## src/assert_macros.svh

```systemverilog
// ----------------------------------------------------------------------------
// Assertion macros
// Shorthand for clocked implication checks on clk, disabled while rst is high.
// ----------------------------------------------------------------------------
`ifndef ASSERT_MACROS_SVH
`define ASSERT_MACROS_SVH

// same-cycle implication
`define TPPM_ASSERT_IMP(lbl, pre, post, msg) \
  lbl: assert property (@(posedge clk) disable iff (rst) (pre) |-> (post)) else $error(msg);

// next-cycle implication
`define TPPM_ASSERT_NEXT(lbl, pre, post, msg) \
  lbl: assert property (@(posedge clk) disable iff (rst) (pre) |=> (post)) else $error(msg);

`endif

```

## src/tppm_pkg.sv

```systemverilog
// ----------------------------------------------------------------------------
// tppm_pkg
// Shared widths, payload types and control codes of the three-phase meter.
// ----------------------------------------------------------------------------
package tppm_pkg;

  localparam int SAMPLE_W        = 12;
  localparam int OFF_W           = 8;
  localparam int OPD_W           = 13;  // sample minus offset
  localparam int SQ_BASE_W       = 23;  // bits of the largest single square
  localparam int SPP_W           = 9;
  localparam int CFG_DATA_W      = 9;
  localparam int CFG_IDX_W       = 2;
  localparam int PHASES          = 3;
  localparam int RMS_W           = 12;
  localparam int REAL_W          = 24;
  localparam int APP_W           = 23;
  localparam int MAX_SAMPLES_DEF = 256;

  localparam logic [SPP_W-1:0] SPP_RESET = 9'd64;

  typedef logic [1:0] phase_t;
  localparam phase_t PHASE_FIRST = 2'd0;
  localparam phase_t PHASE_LAST  = 2'd2;

  typedef enum logic [CFG_IDX_W-1:0] {
    REG_SPP  = 2'd0,
    REG_VOFF = 2'd1,
    REG_IOFF = 2'd2
  } cfg_reg_t;

  typedef enum logic {
    OP_DIV  = 1'b0,
    OP_SQRT = 1'b1
  } arith_op_t;

  typedef enum logic [1:0] {
    KIND_UU = 2'd0,
    KIND_II = 2'd1,
    KIND_UI = 2'd2
  } prod_kind_t;

  typedef struct packed {
    logic signed [SAMPLE_W-1:0] volt_a;
    logic signed [SAMPLE_W-1:0] volt_b;
    logic signed [SAMPLE_W-1:0] volt_c;
    logic signed [SAMPLE_W-1:0] amp_a;
    logic signed [SAMPLE_W-1:0] amp_b;
    logic signed [SAMPLE_W-1:0] amp_c;
  } sample_t;

  typedef struct packed {
    phase_t                   phase;
    logic [RMS_W-1:0]         rms_voltage;
    logic [RMS_W-1:0]         rms_current;
    logic signed [REAL_W-1:0] real_power;
    logic [APP_W-1:0]         apparent_power;
    logic                     last;
  } result_t;

  typedef struct packed {
    logic      start;
    arith_op_t op;
  } arith_req_t;

  typedef struct packed {
    logic busy;
    logic done;
  } unit_stat_t;

endpackage

```

## src/tppm_stream_if.sv

```systemverilog
// ----------------------------------------------------------------------------
// tppm_stream_if
// Valid/ready channel carrying one payload item per transfer.
// ----------------------------------------------------------------------------
interface tppm_stream_if #(
  parameter type T = logic
) ();

  logic valid;
  logic ready;
  T     data;

  modport source (output valid, output data, input ready);
  modport sink   (input valid, input data, output ready);

endinterface

```

## src/tppm_arith.sv

```systemverilog
// ----------------------------------------------------------------------------
// tppm_arith
// Iterative divide-by-period and floor square root, one bit per cycle,
// both running through one shared subtractor.
// ----------------------------------------------------------------------------
module tppm_arith #(
  parameter int AW  = 62,
  parameter int DVW = 32
) (
  input  logic                      clk,
  input  logic                      rst,
  input  tppm_pkg::arith_req_t      req,
  input  logic [AW-1:0]             operand,
  input  logic [tppm_pkg::SPP_W-1:0] divisor,
  output tppm_pkg::unit_stat_t      stat,
  output logic [AW-1:0]             result
);
  import tppm_pkg::*;

  localparam int SQ_STEPS  = AW / 2;
  localparam int MAX_STEPS = (DVW > SQ_STEPS) ? DVW : SQ_STEPS;
  localparam int CNT_W     = $clog2(MAX_STEPS + 1);

  logic              busy;
  logic              done;
  arith_op_t         op;
  logic [CNT_W-1:0]  cnt;
  logic [CNT_W-1:0]  last_cnt;
  logic [AW-1:0]     acc;
  logic [AW-1:0]     root;
  logic [AW-1:0]     mask;
  logic [SPP_W-1:0]  rem;
  logic [SPP_W:0]    trial;
  logic [AW:0]       opa;
  logic [AW:0]       opb;
  logic [AW:0]       diff;
  logic              ge;

  always_comb begin
    trial = {rem, acc[DVW-1]};
    unique case (op)
      OP_DIV: begin
        opa      = (AW+1)'(trial);
        opb      = (AW+1)'(divisor);
        last_cnt = CNT_W'(DVW - 1);
      end
      OP_SQRT: begin
        // root and mask never share a set bit, so OR stands in for the add
        opa      = {1'b0, acc};
        opb      = {1'b0, root | mask};
        last_cnt = CNT_W'(SQ_STEPS - 1);
      end
    endcase
    diff = opa - opb;
    ge   = !diff[AW];
  end

  always_ff @(posedge clk) begin
    if (rst) begin
      busy <= 1'b0;
      done <= 1'b0;
      cnt  <= '0;
      op   <= OP_DIV;
    end else begin
      done <= 1'b0;
      if (req.start) begin
        busy <= 1'b1;
        op   <= req.op;
        cnt  <= '0;
        acc  <= operand;
        root <= '0;
        mask <= {2'b01, {(AW-2){1'b0}}};
        rem  <= '0;
      end else if (busy) begin
        cnt <= cnt + 1'b1;
        unique case (op)
          OP_DIV: begin
            rem <= ge ? diff[SPP_W-1:0] : trial[SPP_W-1:0];
            acc <= {acc[AW-2:0], ge};
          end
          OP_SQRT: begin
            if (ge) begin
              acc  <= diff[AW-1:0];
              root <= (root >> 1) | mask;
            end else begin
              root <= root >> 1;
            end
            mask <= mask >> 2;
          end
        endcase
        if (cnt == last_cnt) begin
          busy <= 1'b0;
          done <= 1'b1;
        end
      end
    end
  end

  assign result    = (op == OP_DIV) ? AW'(acc[DVW-1:0]) : root;
  assign stat.busy = busy;
  assign stat.done = done;

endmodule

```

## src/tppm_accum.sv

```systemverilog
// ----------------------------------------------------------------------------
// tppm_accum
// Per-phase sums of u*u, i*i and u*i, fed by one shared 13x13 multiplier
// stepping through the nine products of a sample set.
// ----------------------------------------------------------------------------
module tppm_accum #(
  parameter int SQ_W = 31,
  parameter int PS_W = 32
) (
  input  logic                                clk,
  input  logic                                rst,
  input  logic                                load,
  input  tppm_pkg::sample_t                   sample,
  input  logic signed [tppm_pkg::OFF_W-1:0]   voff,
  input  logic signed [tppm_pkg::OFF_W-1:0]   ioff,
  input  logic                                clear,
  input  tppm_pkg::phase_t                    rd_phase,
  output tppm_pkg::unit_stat_t                stat,
  output logic [SQ_W-1:0]                     vsum,
  output logic [SQ_W-1:0]                     asum,
  output logic signed [PS_W-1:0]              psum
);
  import tppm_pkg::*;

  localparam int MUL_W = 2 * OPD_W;

  logic signed [OPD_W-1:0] u_smp [PHASES];
  logic signed [OPD_W-1:0] i_smp [PHASES];
  logic                    issuing;
  phase_t                  iss_phase;
  prod_kind_t              iss_kind;
  logic signed [OPD_W-1:0] mul_a;
  logic signed [OPD_W-1:0] mul_b;
  logic signed [MUL_W-1:0] prod;
  logic                    acc_valid;
  phase_t                  acc_phase;
  prod_kind_t              acc_kind;
  logic                    acc_last;
  logic                    done;
  logic [SQ_W-1:0]         vsq [PHASES];
  logic [SQ_W-1:0]         asq [PHASES];
  logic signed [PS_W-1:0]  psm [PHASES];
  phase_t                  sum_addr;

  assign mul_a = (iss_kind == KIND_II) ? i_smp[iss_phase] : u_smp[iss_phase];
  assign mul_b = (iss_kind == KIND_UU) ? u_smp[iss_phase] : i_smp[iss_phase];

  // one read port: the accumulate stage owns it while acc_valid is high
  assign sum_addr = acc_valid ? acc_phase : rd_phase;
  assign vsum     = vsq[sum_addr];
  assign asum     = asq[sum_addr];
  assign psum     = psm[sum_addr];

  always_ff @(posedge clk) begin
    if (load) begin
      u_smp[0] <= OPD_W'(sample.volt_a) - OPD_W'(voff);
      u_smp[1] <= OPD_W'(sample.volt_b) - OPD_W'(voff);
      u_smp[2] <= OPD_W'(sample.volt_c) - OPD_W'(voff);
      i_smp[0] <= OPD_W'(sample.amp_a) - OPD_W'(ioff);
      i_smp[1] <= OPD_W'(sample.amp_b) - OPD_W'(ioff);
      i_smp[2] <= OPD_W'(sample.amp_c) - OPD_W'(ioff);
    end
    prod <= mul_a * mul_b;
  end

  always_ff @(posedge clk) begin
    if (rst) begin
      issuing   <= 1'b0;
      iss_phase <= PHASE_FIRST;
      iss_kind  <= KIND_UU;
      acc_valid <= 1'b0;
      acc_phase <= PHASE_FIRST;
      acc_kind  <= KIND_UU;
      acc_last  <= 1'b0;
      done      <= 1'b0;
      for (int p = 0; p < PHASES; p++) begin
        vsq[p] <= '0;
        asq[p] <= '0;
        psm[p] <= '0;
      end
    end else begin
      done      <= acc_valid && acc_last;
      acc_valid <= issuing;
      acc_phase <= iss_phase;
      acc_kind  <= iss_kind;
      acc_last  <= (iss_phase == PHASE_LAST) && (iss_kind == KIND_UI);

      if (load) begin
        issuing   <= 1'b1;
        iss_phase <= PHASE_FIRST;
        iss_kind  <= KIND_UU;
      end else if (issuing) begin
        unique case (iss_kind)
          KIND_UU: iss_kind <= KIND_II;
          KIND_II: iss_kind <= KIND_UI;
          KIND_UI: begin
            iss_kind <= KIND_UU;
            if (iss_phase == PHASE_LAST) begin
              issuing <= 1'b0;
            end else begin
              iss_phase <= iss_phase + 1'b1;
            end
          end
          default: issuing <= 1'b0;
        endcase
      end

      if (clear) begin
        for (int p = 0; p < PHASES; p++) begin
          vsq[p] <= '0;
          asq[p] <= '0;
          psm[p] <= '0;
        end
      end else if (acc_valid) begin
        unique case (acc_kind)
          KIND_UU: vsq[acc_phase] <= vsum + SQ_W'($unsigned(prod));
          KIND_II: asq[acc_phase] <= asum + SQ_W'($unsigned(prod));
          KIND_UI: psm[acc_phase] <= psum + PS_W'(prod);
          default: ;
        endcase
      end
    end
  end

  assign stat.busy = issuing || acc_valid;
  assign stat.done = done;

endmodule

```

## src/three_phase_power_meter_unit.sv

```systemverilog
// ----------------------------------------------------------------------------
// three_phase_power_meter_unit
// Sample set: the nine products go through one shared multiplier and one
// accumulate stage; then the count is updated and input is ready again,
// unless the count reaches the period length. Period end: per phase four
// divides and three square roots on the shared unit, plus the multiply and
// emit states. Input is not ready until the third result.
// Synchronous reset clears the sums, the count and the registers to defaults.
// ----------------------------------------------------------------------------
`include "assert_macros.svh"

module three_phase_power_meter_unit #(
  parameter int MAX_SAMPLES = tppm_pkg::MAX_SAMPLES_DEF
) (
  input  logic                             clk,
  input  logic                             rst,
  input  logic                             cfg_we,
  input  logic [tppm_pkg::CFG_IDX_W-1:0]   cfg_index,
  input  logic [tppm_pkg::CFG_DATA_W-1:0]  cfg_data,
  tppm_stream_if.sink                      samples,
  tppm_stream_if.source                    results
);
  import tppm_pkg::*;

  localparam int SQ_W = SQ_BASE_W + $clog2(MAX_SAMPLES);
  localparam int PS_W = SQ_W + 1;
  localparam int AW   = 2 * SQ_W;

  typedef enum logic [10:0] {
    ST_IDLE   = 11'b000_0000_0001,
    ST_ACCUM  = 11'b000_0000_0010,
    ST_DIV_V  = 11'b000_0000_0100,
    ST_SQRT_V = 11'b000_0000_1000,
    ST_DIV_A  = 11'b000_0001_0000,
    ST_SQRT_A = 11'b000_0010_0000,
    ST_DIV_P  = 11'b000_0100_0000,
    ST_MUL    = 11'b000_1000_0000,
    ST_SQRT_S = 11'b001_0000_0000,
    ST_DIV_S  = 11'b010_0000_0000,
    ST_EMIT   = 11'b100_0000_0000
  } state_t;

  state_t                   state;
  logic [SPP_W-1:0]         spp;
  logic signed [OFF_W-1:0]  voff;
  logic signed [OFF_W-1:0]  ioff;
  logic [SPP_W-1:0]         item_count;
  logic [SPP_W-1:0]         count_next;
  phase_t                   phase_idx;
  logic                     issued;
  logic [AW-1:0]            work;
  logic [RMS_W-1:0]         res_vrms;
  logic [RMS_W-1:0]         res_irms;
  logic signed [REAL_W-1:0] res_real;
  logic [APP_W-1:0]         res_app;
  logic [REAL_W-1:0]        q_real;
  result_t                  out_data;
  logic                     out_valid;
  logic                     emit_go;
  logic                     is_compute;
  logic                     acc_load;
  logic                     acc_clear;
  unit_stat_t               acc_stat;
  unit_stat_t               arith_stat;
  arith_req_t               arith_req;
  logic [AW-1:0]            operand;
  logic [AW-1:0]            arith_result;
  logic [SQ_W-1:0]          vsum;
  logic [SQ_W-1:0]          asum;
  logic signed [PS_W-1:0]   psum;
  logic [PS_W-1:0]          pmag;
  logic [AW-1:0]            sq_prod;

  tppm_accum #(
    .SQ_W (SQ_W),
    .PS_W (PS_W)
  ) u_accum (
    .clk      (clk),
    .rst      (rst),
    .load     (acc_load),
    .sample   (samples.data),
    .voff     (voff),
    .ioff     (ioff),
    .clear    (acc_clear),
    .rd_phase (phase_idx),
    .stat     (acc_stat),
    .vsum     (vsum),
    .asum     (asum),
    .psum     (psum)
  );

  tppm_arith #(
    .AW  (AW),
    .DVW (PS_W)
  ) u_arith (
    .clk     (clk),
    .rst     (rst),
    .req     (arith_req),
    .operand (operand),
    .divisor (spp),
    .stat    (arith_stat),
    .result  (arith_result)
  );

  assign samples.ready = (state == ST_IDLE);
  assign results.valid = out_valid;
  assign results.data  = out_data;

  assign acc_load   = samples.valid && samples.ready;
  assign emit_go    = !out_valid || results.ready;
  assign acc_clear  = (state == ST_EMIT) && emit_go && (phase_idx == PHASE_LAST);
  assign count_next = item_count + 1'b1;
  assign pmag       = psum[PS_W-1] ? (~psum + 1'b1) : psum;
  assign sq_prod    = vsum * asum;
  assign q_real     = arith_result[REAL_W-1:0];

  always_comb begin
    is_compute   = 1'b1;
    arith_req.op = OP_DIV;
    operand      = '0;
    unique case (state)
      ST_DIV_V:  operand = AW'(vsum);
      ST_SQRT_V: begin
        arith_req.op = OP_SQRT;
        operand      = work;
      end
      ST_DIV_A:  operand = AW'(asum);
      ST_SQRT_A: begin
        arith_req.op = OP_SQRT;
        operand      = work;
      end
      ST_DIV_P:  operand = AW'(pmag);
      ST_SQRT_S: begin
        arith_req.op = OP_SQRT;
        operand      = work;
      end
      ST_DIV_S:  operand = work;
      default:   is_compute = 1'b0;
    endcase
    arith_req.start = is_compute && !issued;
  end

  always_ff @(posedge clk) begin
    if (rst) begin
      state      <= ST_IDLE;
      spp        <= SPP_RESET;
      voff       <= '0;
      ioff       <= '0;
      item_count <= '0;
      phase_idx  <= PHASE_FIRST;
      issued     <= 1'b0;
      out_valid  <= 1'b0;
    end else begin
      if (results.valid && results.ready) begin
        out_valid <= 1'b0;
      end

      if (cfg_we) begin
        unique case (cfg_index)
          REG_SPP: begin
            // out-of-range period lengths are dropped
            if ((cfg_data != '0) && (int'(cfg_data) <= MAX_SAMPLES)) begin
              spp <= cfg_data;
            end
          end
          REG_VOFF: voff <= cfg_data[OFF_W-1:0];
          REG_IOFF: ioff <= cfg_data[OFF_W-1:0];
          default:  ;
        endcase
      end

      if (arith_stat.done) begin
        issued <= 1'b0;
      end else if (arith_req.start) begin
        issued <= 1'b1;
      end

      unique case (state)
        ST_IDLE: begin
          if (samples.valid) begin
            state <= ST_ACCUM;
          end
        end
        ST_ACCUM: begin
          if (acc_stat.done) begin
            item_count <= count_next;
            state      <= (count_next >= spp) ? ST_DIV_V : ST_IDLE;
          end
        end
        ST_DIV_V: begin
          if (arith_stat.done) begin
            work  <= arith_result;
            state <= ST_SQRT_V;
          end
        end
        ST_SQRT_V: begin
          if (arith_stat.done) begin
            res_vrms <= arith_result[RMS_W-1:0];
            state    <= ST_DIV_A;
          end
        end
        ST_DIV_A: begin
          if (arith_stat.done) begin
            work  <= arith_result;
            state <= ST_SQRT_A;
          end
        end
        ST_SQRT_A: begin
          if (arith_stat.done) begin
            res_irms <= arith_result[RMS_W-1:0];
            state    <= ST_DIV_P;
          end
        end
        ST_DIV_P: begin
          if (arith_stat.done) begin
            // magnitude was divided; restore the sign (truncation toward zero)
            res_real <= psum[PS_W-1] ? (~q_real + 1'b1) : q_real;
            state    <= ST_MUL;
          end
        end
        ST_MUL: begin
          work  <= sq_prod;
          state <= ST_SQRT_S;
        end
        ST_SQRT_S: begin
          if (arith_stat.done) begin
            work  <= arith_result;
            state <= ST_DIV_S;
          end
        end
        ST_DIV_S: begin
          if (arith_stat.done) begin
            res_app <= arith_result[APP_W-1:0];
            state   <= ST_EMIT;
          end
        end
        ST_EMIT: begin
          if (emit_go) begin
            out_data.phase          <= phase_idx;
            out_data.rms_voltage    <= res_vrms;
            out_data.rms_current    <= res_irms;
            out_data.real_power     <= res_real;
            out_data.apparent_power <= res_app;
            out_data.last           <= (phase_idx == PHASE_LAST);
            out_valid               <= 1'b1;
            if (phase_idx == PHASE_LAST) begin
              phase_idx  <= PHASE_FIRST;
              item_count <= '0;
              state      <= ST_IDLE;
            end else begin
              phase_idx <= phase_idx + 1'b1;
              state     <= ST_DIV_V;
            end
          end
        end
        default: state <= ST_IDLE;
      endcase
    end
  end

  `TPPM_ASSERT_IMP(a_ready_units_idle, samples.ready, !acc_stat.busy && !arith_stat.busy, "input ready while a unit is busy")
  `TPPM_ASSERT_NEXT(a_transfer_starts_accum, samples.valid && samples.ready, acc_stat.busy, "sample transfer did not start accumulation")
  `TPPM_ASSERT_IMP(a_start_unit_free, arith_req.start, !arith_stat.busy, "arith start while busy")
  `TPPM_ASSERT_IMP(a_clear_quiet, acc_clear, !acc_stat.busy && !samples.ready, "sum clear during accumulation")

endmodule
```

## src/flat_wrapper.sv

```systemverilog
// flat-port wrapper written by rule: the top's interface ports become plain ports
module three_phase_power_meter_unit_flat import tppm_pkg::*;
#(
  parameter int MAX_SAMPLES = tppm_pkg::MAX_SAMPLES_DEF
)
  (clk, rst, cfg_we, cfg_index, cfg_data, samples_valid, samples_data, samples_ready, results_valid, results_data, results_ready);
  tppm_stream_if samples_i ();
  tppm_stream_if results_i ();
  input  logic clk;
  input  logic rst;
  input  logic cfg_we;
  input  logic [tppm_pkg::CFG_IDX_W-1:0] cfg_index;
  input  logic [tppm_pkg::CFG_DATA_W-1:0] cfg_data;
  input wire logic [$bits(samples_i.valid)-1:0] samples_valid;
  input wire logic [$bits(samples_i.data)-1:0] samples_data;
  output wire logic [$bits(samples_i.ready)-1:0] samples_ready;
  output wire logic [$bits(results_i.valid)-1:0] results_valid;
  output wire logic [$bits(results_i.data)-1:0] results_data;
  input wire logic [$bits(results_i.ready)-1:0] results_ready;
  assign samples_i.valid = samples_valid;
  assign samples_i.data = samples_data;
  assign samples_ready = samples_i.ready;
  assign results_valid = results_i.valid;
  assign results_data = results_i.data;
  assign results_i.ready = results_ready;
  three_phase_power_meter_unit #(.MAX_SAMPLES(MAX_SAMPLES)) u_core (.clk(clk), .rst(rst), .cfg_we(cfg_we), .cfg_index(cfg_index), .cfg_data(cfg_data), .samples(samples_i), .results(results_i));
endmodule
```

## config.mk

```make
export PLATFORM = sky130hd
export DESIGN_NAME = three_phase_power_meter_unit_flat
export DESIGN_NICKNAME = d
export VERILOG_FILES = /design/src/tppm_pkg.sv /design/src/tppm_stream_if.sv /design/src/tppm_arith.sv /design/src/tppm_accum.sv /design/src/three_phase_power_meter_unit.sv /design/src/flat_wrapper.sv
export VERILOG_INCLUDE_DIRS = /design/src /design/src/src
export SDC_FILE = /design/constraint.sdc
export NUM_CORES = 1
export LEC_CHECK = 0
export BUFFER_PORTS_ARGS = -buffer_cell sky130_fd_sc_hd__buf_2
export CAP_MARGIN = 0
export CORE_ASPECT_RATIO = 1.75
export CORE_MARGIN = 1
export CORE_UTILIZATION = 60
export DETAILED_ROUTE_END_ITERATION = 7
export PLACE_DENSITY = 0.83
export SLEW_MARGIN = 20
export SYNTH_ARGS = -nofsm -noshare
export SYNTH_HDL_FRONTEND = slang
export SYNTH_SLANG_ARGS = --single-unit
export TNS_END_PERCENT = 50
```

## constraint.sdc

```tcl
create_clock -name clk -period 4.8 [get_ports clk]
set_input_delay 0.72 -clock clk [delete_from_list [all_inputs] [get_ports clk]]
set_output_delay 0.72 -clock clk [all_outputs]
set_load 0.02 [all_outputs]
```

# Yosys cells after proc, flatten, opt, wreduce, memory -nomap -nowiden
# Cells that the tools add are included.
# op_classes
addsub,4
n_lt_le_gt_ge,2
eq_ne,27
muxes,33
bitwise_logic,4
n_reduce_logical,28
# op_table
op,n
$pmux W11 S11,1
$mux W11,10
$mux W9,3
$ne A2 B2 Y1 const B,10
$pmux W9 S2,1
$mux W1,12
$pmux W6 S2,1
$eq A11 B1 Y1 const B,1
$eq A11 B10 Y1 const B,1
$eq A11 B11 Y1 const B,1
$eq A11 B2 Y1 const B,1
$eq A11 B3 Y1 const B,1
$eq A11 B4 Y1 const B,1
$eq A11 B5 Y1 const B,1
$eq A11 B6 Y1 const B,1
$eq A11 B7 Y1 const B,1
$eq A11 B8 Y1 const B,1
$eq A11 B9 Y1 const B,1
$reduce_and A10 Y1,1
$add A9 B1 Y9 const B,1
$ge A9 B9 Y1,1
$le A9 B9 Y1 const B,1
$reduce_and A3 Y1,3
$reduce_bool A9 Y1,1
other kinds (22),41
# totals
reg_bits,51
input_bits,17
out_inout_bits,3
elab_cells,115

# Depth between registers and ports, before layout
# Gate-level depths: netlist of run 1.
# depth
depth_word,6
ltp_mapped,11
ltp_nobuf,11

# Cells and area by module
# From an unflattened synthesis of run 1, not the netlist that was laid out.
# unflattened
cells_unflattened,8557
area_unflattened_um2,83363.7
# modules_own_cells
mod,instances,cells_per_inst,area_per_inst_um2,seq_area_each_um2
three_phase_power_meter_unit,1,4264,37853.8,2872.8
tppm_accum,1,2867,32725.1,14433.8
tppm_arith,1,1426,12784.8,5074.9

# Worst setup path after synthesis of run 1
# No wires, ideal clock.
# synth_path
path_kind,reg-to-reg
from,register u_core.item_count[0]
to,register u_core.state[2]
setup_ns,0.121
t_arrival_ns,2.255
t_required_ns,4.679
slack_ns,2.424
stages_incl_launch_ff,12
n_path_buf,0
period_less_slack_ns,2.376
cell_sequence,dfxtp_1 ha_1 and3_1 and3_1 nand3_1 xnor2_1 ha_1 a21oi_1 o21ai_0 o31a_1 o21ai_1 o21ai_1
# synth_between
elab_chain_len,5
# synth_rtl
element,line_no,rtl
from (decl),three_phase_power_meter_unit.sv:47,logic [SPP_W-1:0] item_count;
from (signal assigned),three_phase_power_meter_unit.sv:186,item_count <= count_next;
$add A9 B1 Y9,three_phase_power_meter_unit.sv:112,assign count_next = item_count + 1'b1;
$ge A9 B9 Y1,three_phase_power_meter_unit.sv:187,state <= (count_next >= spp) ? ST_DIV_V : ST_IDLE;
$mux W3,three_phase_power_meter_unit.sv:187,
$mux W11,three_phase_power_meter_unit.sv:185,if (acc_stat.done) begin
$pmux W11 S11,three_phase_power_meter_unit.sv:178,unique case (state)
to (signal assigned),three_phase_power_meter_unit.sv:187,
to (decl),three_phase_power_meter_unit.sv:43,state_t state;
# No other way between the ends. The select of a mux whose other input is x is not followed.
# A chain may end at the register's enable or synchronous reset.

# Worst setup path after layout of run 1
# Ends and elaborated chain as after synthesis.

==> flow_summary.ini, run 1 <==
[routing]
vias = 2324
ant_nets = 0
finalWirelength_um = 5460
drt-wirelength-per-cell_um = 13.9
drc = 0
drt_iter0_markers = 65
vias_per_cell = 5.93
dr.pass1.iters = 4

[final_layout]
nets = 374
fillers = 373
synthToLayoutAreaGrowth_pct = 5.90
diodes = 0
layout-drive-gt1-share = 0.120

[grt]
track_usage = 0.250
overflow = 0
antenna_found_initial = 0
grt_pass1_wl_um = 9400
grt_pass1_vias = 2226
grt_max_degree = 47

[logic_synthesis]
ys_ff_latch = 51
synth_edf_count = 1
synthMostInstantiatedCell = dfxtp_1
synth_common_cells = dfxtp_1 (50), nor2_1 (49), a21oi_1 (23)
postSynthCellCount = 331
synth_area_um2 = 2840
syn-num-nets = 365
ys.flop_type = dfxtp_1
yosysSeqAreaShare = 0.363
yosys_warnings = 0
yosysTopAreaCell = dfxtp_1
syn_area_per_cell_um2 = 8.59
synthTopCellsByArea = dfxtp_1 (35%), ha_1 (7.5%), nor2_1 (6.5%)
synth_cell_types = 53
synth_top_cell_area_share = 0.352
synthArstFlopShare = 0

[power]
power_density_nw_per_um2 = 264
ir_drop_uv = 180
power.leakage_nw = 1.20

[timing]
setup_viol = 0
worst_pin_slew_ns = 0.840
fmax_mhz = 363
finalHoldWorstSlack_ns = 0.416
drv_slew = 0
tns_ns = 0
fin_crit_sh = 0.574
max_slew_margin = 0.440
period_needed_ns = 2.76
rsz0062_at_grt = no
final.setup_skew_ns = 0.00578
hold_viol = 0

[clocking]
ctsLongestPathBuffers = 2
tritoncts = built
ctsHoldBuffers = 0
h-tree-depth = 2
cts_resized = 0
cts_buffers = 5
postCtsSetupRepairBufs = 0
clkSinkCount = 51
clock_latency_ns = 0.31
cts-root-buf = clkbuf_8
cts.clk_slew.worst_paths_ns = 0.09

[setup_path]
slowest_stage = dfxtp_1
cp-end-kind = flip-flop
cpLargestDelayFamily = compound AO/OA/AOI/OAI gates
worst-path-buf-inv = 0
arrival_ns = 2.95
start_kind = flip-flop
cpPeakStageDelay_ns = 0.40
required_ns = 5.00
r2r_setup_slack_ns = 2.04
worstPathMaxFanout = 4
critical_path.cell_chain = ha_1 > and3_1 > and3_1 > nand3_1 > xnor2_1 > ha_1 > a21oi_1 > o21ai_0 > o31a_1 > o21ai_1 > o21ai_1
critical_path_class = reg2reg

[floorplanning]
fp-row-count = 32
die_h_um = 93.1
dieArea_um2 = 5030
start_util = 0.634
coreArea_um2 = 4480
die_w_um = 54.0
pin_count = 20

[run]
cap_violations = 0

[status]
status = finished, final reports clean

[placed_design]
hpwl_um = 4000
portBuffers = 18
place_congestion = 0.897

[min_path]
hold_path.class = reg2reg
-- stage by stage --
step           utilization  area (um2)  setup slack, ns  instances  total power, mW
3_5_place_dp         0.648        2910             2.06        384            0.528
3_3_place_gp         0.648        2910             2.10        384            0.525
2_1_floorplan            -        2840             2.42        331            0.507
6_report             0.672        3010             2.04        392            0.794
4_1_cts              0.672        3010             2.03        392            0.798
5_1_grt              0.672        3010             1.83        392            0.827
-- state kept, by name, indices dropped and copies added, names as in the netlist, 2 cells and up --
| name | cells |
|---|---|
| u_core.state | 11 |
| u_core.item_count | 9 |
| u_core.spp | 9 |
| u_core.u_arith.cnt | 6 |
| u_core.phase_idx | 2 |
| u_core.u_accum.iss_kind | 2 |
| u_core.u_accum.iss_phase | 2 |
-- cell usage in the layout, fill, tap and decap left out, drive strengths merged, types with 2 or more instances in the layout --
| master | netlist | layout |
|---|---|---|
| a31oi | 2 | 2 |
| a22oi | 3 | 3 |
| or4 | 4 | 4 |
| xor2 | 11 | 11 |
| nand2b | 8 | 8 |
| o21ai | 15 | 15 |
| nor4 | 6 | 6 |
| nor3 | 8 | 8 |
| dfxtp | 50 | 50 |
| nand3 | 9 | 9 |
| nand4 | 9 | 9 |
| mux2i | 10 | 10 |
| a21oi | 23 | 23 |
| and4 | 2 | 2 |
| nor2 | 49 | 49 |
| ha | 17 | 17 |
| a211oi | 2 | 2 |
| inv | 15 | 15 |
| clkbuf | 6 | 7 |
| xnor2 | 9 | 9 |
| nand2 | 16 | 16 |
| or2 | 2 | 2 |
| nand3b | 3 | 3 |
| nor2b | 8 | 8 |
| buf | 10 | 18 |
| a2111oi | 2 | 2 |
| a311oi | 5 | 5 |
| and3 | 5 | 5 |
| or3 | 6 | 6 |
| and2 | 4 | 4 |
-- cell families (layout without fill, tap and decap cells) --
logic type | after synthesis | count (layout) | share of synthesized area
AND/OR/NAND/NOR | 140 | 140 | 0.264
AO/OA/AOI/OAI | 62 | 62 | 0.150
flip-flops | 51 | 51 | 0.363
buffers and inverters | 31 | 41 | 0.0515
XOR/XNOR | 20 | 20 | 0.0616
adder cells (fa/ha/maj) | 17 | 17 | 0.0748
multiplexers | 10 | 10 | 0.0352
-- final cells by class --
type	instances	area (um2)	share of cell area
inverters	15	56.3	0.0187
clock inverters	1	7.51	0.00249
multi-input cells	249	1670	0.553
flip-flops and latches	51	1030	0.342
clock buffers	7	96.3	0.0320
repair buffers	18	90.1	0.0299
well taps	51	63.8	0.0212
-- worst reg2reg max path, stage by stage (launching register included) --
cell and delay (ns):
dfxtp_1 0.40, ha_1 0.24, and3_1 0.25, and3_1 0.24
nand3_1 0.11, xnor2_1 0.23, ha_1 0.30, a21oi_1 0.15
o21ai_0 0.15, o31a_1 0.32, o21ai_1 0.19, o21ai_1 0.08
-- where the power goes --
group	internal (mW)	total [mW]	switching [mW]
Sequential	0.431	0.438	0.00722
Combinational	0.0304	0.0814	0.0511
Clock	0.131	0.275	0.144
Total	0.592	0.794	0.202
-- worst paths after layout --
kind                      startpoint             endpoint  cells past startpoint
max             u_core.item_count[0]      u_core.state[2]                     11
min          u_core.u_accum.acc_last  u_core.u_accum.done                      2
max reg2reg     u_core.item_count[0]      u_core.state[2]                     11
min reg2reg  u_core.u_accum.acc_last  u_core.u_accum.done                      2
-- metal layers --
| metal | vias to the layer above | part of all wire | GRT usage |
|---|---|---|---|
| li1 | 1184 | - | - |
| met2 | 34 | 0.52 | 0.457 |
| met5 | - | 0 | 0 |
| met3 | 9 | 0.025 | 0.0455 |
| met4 | 0 | 0.022 | 0.109 |
| met1 | 1097 | 0.44 | 0.259 |
Power figures use the tool's default switching activity.
==> run 2: changes to the inputs <==
--- a/config.mk
+++ b/config.mk
@@ -6,13 +6,14 @@
 export SDC_FILE = /design/constraint.sdc
 export NUM_CORES = 1
 export LEC_CHECK = 0
+export ABC_AREA = 1
 export BUFFER_PORTS_ARGS = -buffer_cell sky130_fd_sc_hd__buf_2
 export CAP_MARGIN = 0
 export CORE_ASPECT_RATIO = 1.75
 export CORE_MARGIN = 1
-export CORE_UTILIZATION = 60
+export CORE_UTILIZATION = 54
 export DETAILED_ROUTE_END_ITERATION = 7
-export PLACE_DENSITY = 0.83
+export PLACE_DENSITY = 0.79
 export SLEW_MARGIN = 20
 export SYNTH_ARGS = -nofsm -noshare
 export SYNTH_HDL_FRONTEND = slang
==> constraint.sdc (replaced) <==
create_clock -name clk -period 2.35 [get_ports clk]
set_input_delay 0.3525 -clock clk [delete_from_list [all_inputs] [get_ports clk]]
set_output_delay 0.3525 -clock clk [all_outputs]
set_load 0.02 [all_outputs]
==> flow_summary.ini, run 2 <==
[final_layout]
mostFrequentLayoutCells = nand2_1 (65), inv_1 (63), dfxtp_1 (48), nor2_1 (42), a21oi_1 (36)
largest-register = u_core.state
synthToLayoutAreaGrowth_pct = 13.8
top_regs = u_core.state (11), u_core.item_count (9), u_core.spp (9)
diodes = 0
nets = 469
mostFrequentLayoutCell = nand2_1
layout-drive-gt1-share = 0.213
largest_reg_flops = 11
finalInstanceArea_um2 = 3380

[logic_synthesis]
postSynthCellCount = 408
synthTopCellsByArea = dfxtp_1 (34%), nand2_1 (8.5%), inv_1 (8.2%)
yosysSeqAreaShare = 0.347
synth_top_cell_area_share = 0.337
synth_common_cells = nand2_1 (67), inv_1 (65), dfxtp_1 (50)
synthMostInstantiatedCell = nand2_1
synth_edf_count = 1
syn_area_per_cell_um2 = 7.28
yosysTopAreaCell = dfxtp_1
synth_area_um2 = 2970
syn-num-nets = 442
ys.flop_type = dfxtp_1
ys_ff_latch = 51
synthArstFlopShare = 0
synth_cell_types = 35
yosys_warnings = 0

[setup_path]
cpPeakStageDelay_ns = 0.36
crit_top_cell = nor2_1
rr_worst_depth = 16
reg2reg_to = u_core.state[2]
worstPathMaxFanout = 2
required_ns = 2.55
worstReg2RegStart = u_core.item_count[0]
arrival_ns = 2.42
cp-end-kind = flip-flop
start_kind = flip-flop
critical_path_class = reg2reg
slowest_stage = dfxtp_2
r2r_setup_slack_ns = 0.13
critical_path.cell_chain = ha_4 > nand2_2 > inv_2 > nand3_2 > nand3b_1 > xor2_1 > inv_1 > ha_4 > nand2_1 > nor2_1 > nor3b_2 > nand2_2 > a21oi_2 > nor2_1 > nor2_1 > nor2_1

[routing]
dr.pass1.iters = 4
ant_nets = 0
finalWirelength_um = 6230
drt-wirelength-per-cell_um = 12.2
vias = 2666
drt_iter0_markers = 86
drc = 0
vias_per_cell = 5.23

[clocking]
ctsLongestPathBuffers = 2
cts_buffers = 5
cts-root-buf = clkbuf_8
clock_latency_ns = 0.31
cts.clk_slew.worst_paths_ns = 0.10
tritoncts = built
h-tree-depth = 2
clkSinkCount = 51
ctsHoldBuffers = 0

[placed_design]
hpwl_um = 4710
place_ws_ns = 0.0332
placed_area_um2 = 3160
portBuffers = 18
place_congestion = 0.875

[power]
ir_drop_uv = 524
power_density_nw_per_um2 = 820
p_comb_frac = 0.370
power.leakage_nw = 1.54
pwr-share-clk = 0.263
intPower_mw = 1.71
p_sw_frac = 0.384
pwr-share-seq = 0.367
total_power_mw = 2.77
p_sw_mw = 1.06

[timing]
setup_viol = 0
hold_viol = 0
finalHoldWorstSlack_ns = 0.292
fin_crit_sh = 0.943
tns_ns = 0
max_slew_margin = 0.648
final.setup_skew_ns = 0.00993
fmax_mhz = 451
period_needed_ns = 2.22
worst_pin_slew_ns = 0.527
setup_ws_ns = 0.133
drv_slew = 0

[floorplanning]
fp-row-count = 35
die_w_um = 58.1
coreArea_um2 = 5300
die_h_um = 100
dieArea_um2 = 5810
start_util = 0.560
pin_count = 20

[run]
cap_violations = 0

[grt]
antenna_found_initial = 0
track_usage = 0.234
grt_pass1_wl_um = 10600
overflow = 0
grt_max_degree = 28
grt_pass1_vias = 2594

[status]
status = finished, final reports clean

[min_path]
hold_end = u_core.spp[6]
min_from = cfg_data[6]
hold_depth = 3
hold_path.class = in2reg
run 2: changes by cell type in the layout (fill, tap and decap cells not counted), moves of 8 or more:
cell      change
nand2b_1      -8
nand2_1      +49
mux2i_1      -10
nand2_2      +17
nor2b_1       -8
inv_1        +48
a21oi_1      +13
nand3_1      +18
run 2: cell families after synthesis:
logic type	Yosys count	synth area share
AND/OR/NAND/NOR	195	0.341
buffers and inverters	75	0.0961
AO/OA/AOI/OAI	59	0.112
flip-flops	51	0.347
adder cells (fa/ha/maj)	17	0.0716
XOR/XNOR	11	0.0325
run 2: worst max path at each step:
stage,slack (ns),start,to,cells after the start
6_report,0.13,u_core.item_count[0],u_core.state[2],16
5_1_grt,-0.01,u_core.item_count[1],u_core.state[2],16
4_1_cts,0.01,u_core.item_count[0],u_core.state[2],16
3_5_place_dp,0.03,u_core.item_count[1],u_core.state[2],16
3_3_place_gp,0.09,u_core.item_count[1],u_core.state[2],16
2_1_floorplan,0.19,u_core.item_count[0],u_core.state[2],16
run 2: final cells by class:
| cell class | count | area [um2] |
|---|---|---|
| fillers | 466 | 1920 |
| multi-input cells | 282 | 1710 |
| flip-flops and latches | 51 | 1030 |
| inverters | 70 | 265 |
| repair buffers | 25 | 143 |
| well taps | 74 | 92.6 |
| clock buffers | 5 | 68.8 |
| clock inverters | 3 | 67.6 |
run 2: power groups by stage:
stage / Combinational [mW] / Sequential (mW) / Clock (mW)
floorplan: 0.811 / 1.02 / 0
finish: 1.02 / 1.02 / 0.729
CTS: 1.02 / 1.02 / 0.740
detailed placement: 1.01 / 1.04 / 0
global placement: 0.990 / 1.03 / 0
global route: 1.13 / 1.03 / 0.780
run 2: critical path, delay by kind of cell, from the launching register on:
family | cells | cell delay (ns)
XOR/XNOR | 1 | 0.17
adder cells (fa/ha/maj) | 2 | 0.36
buffers and inverters | 2 | 0.19
AND/OR/NAND/NOR | 10 | 0.92
AO/OA/AOI/OAI | 1 | 0.14
flip-flops | 1 | 0.36
run 2: through the flow:
step	util	std cells
global route	0.638	510
detailed placement	0.597	499
global placement	0.597	499
finish	0.638	510
CTS	0.623	507
floorplan	-	408
run 2: repair_timing:
item / 4_1_cts / 5_1_grt
cloned: 0 / 0
pin swaps: 0 / 4
resized for setup: 1 / 13
setup endpoints to repair: 1 / 2
buffers inserted: 0 / 3
run 2: per-layer routing:
layer,track usage,vias up,share of wire
met4,0.161,0,0.052
li1,-,1346,-
met2,0.451,71,0.56
met5,0,-,0
met3,0.0399,27,0.036
met1,0.209,1222,0.35
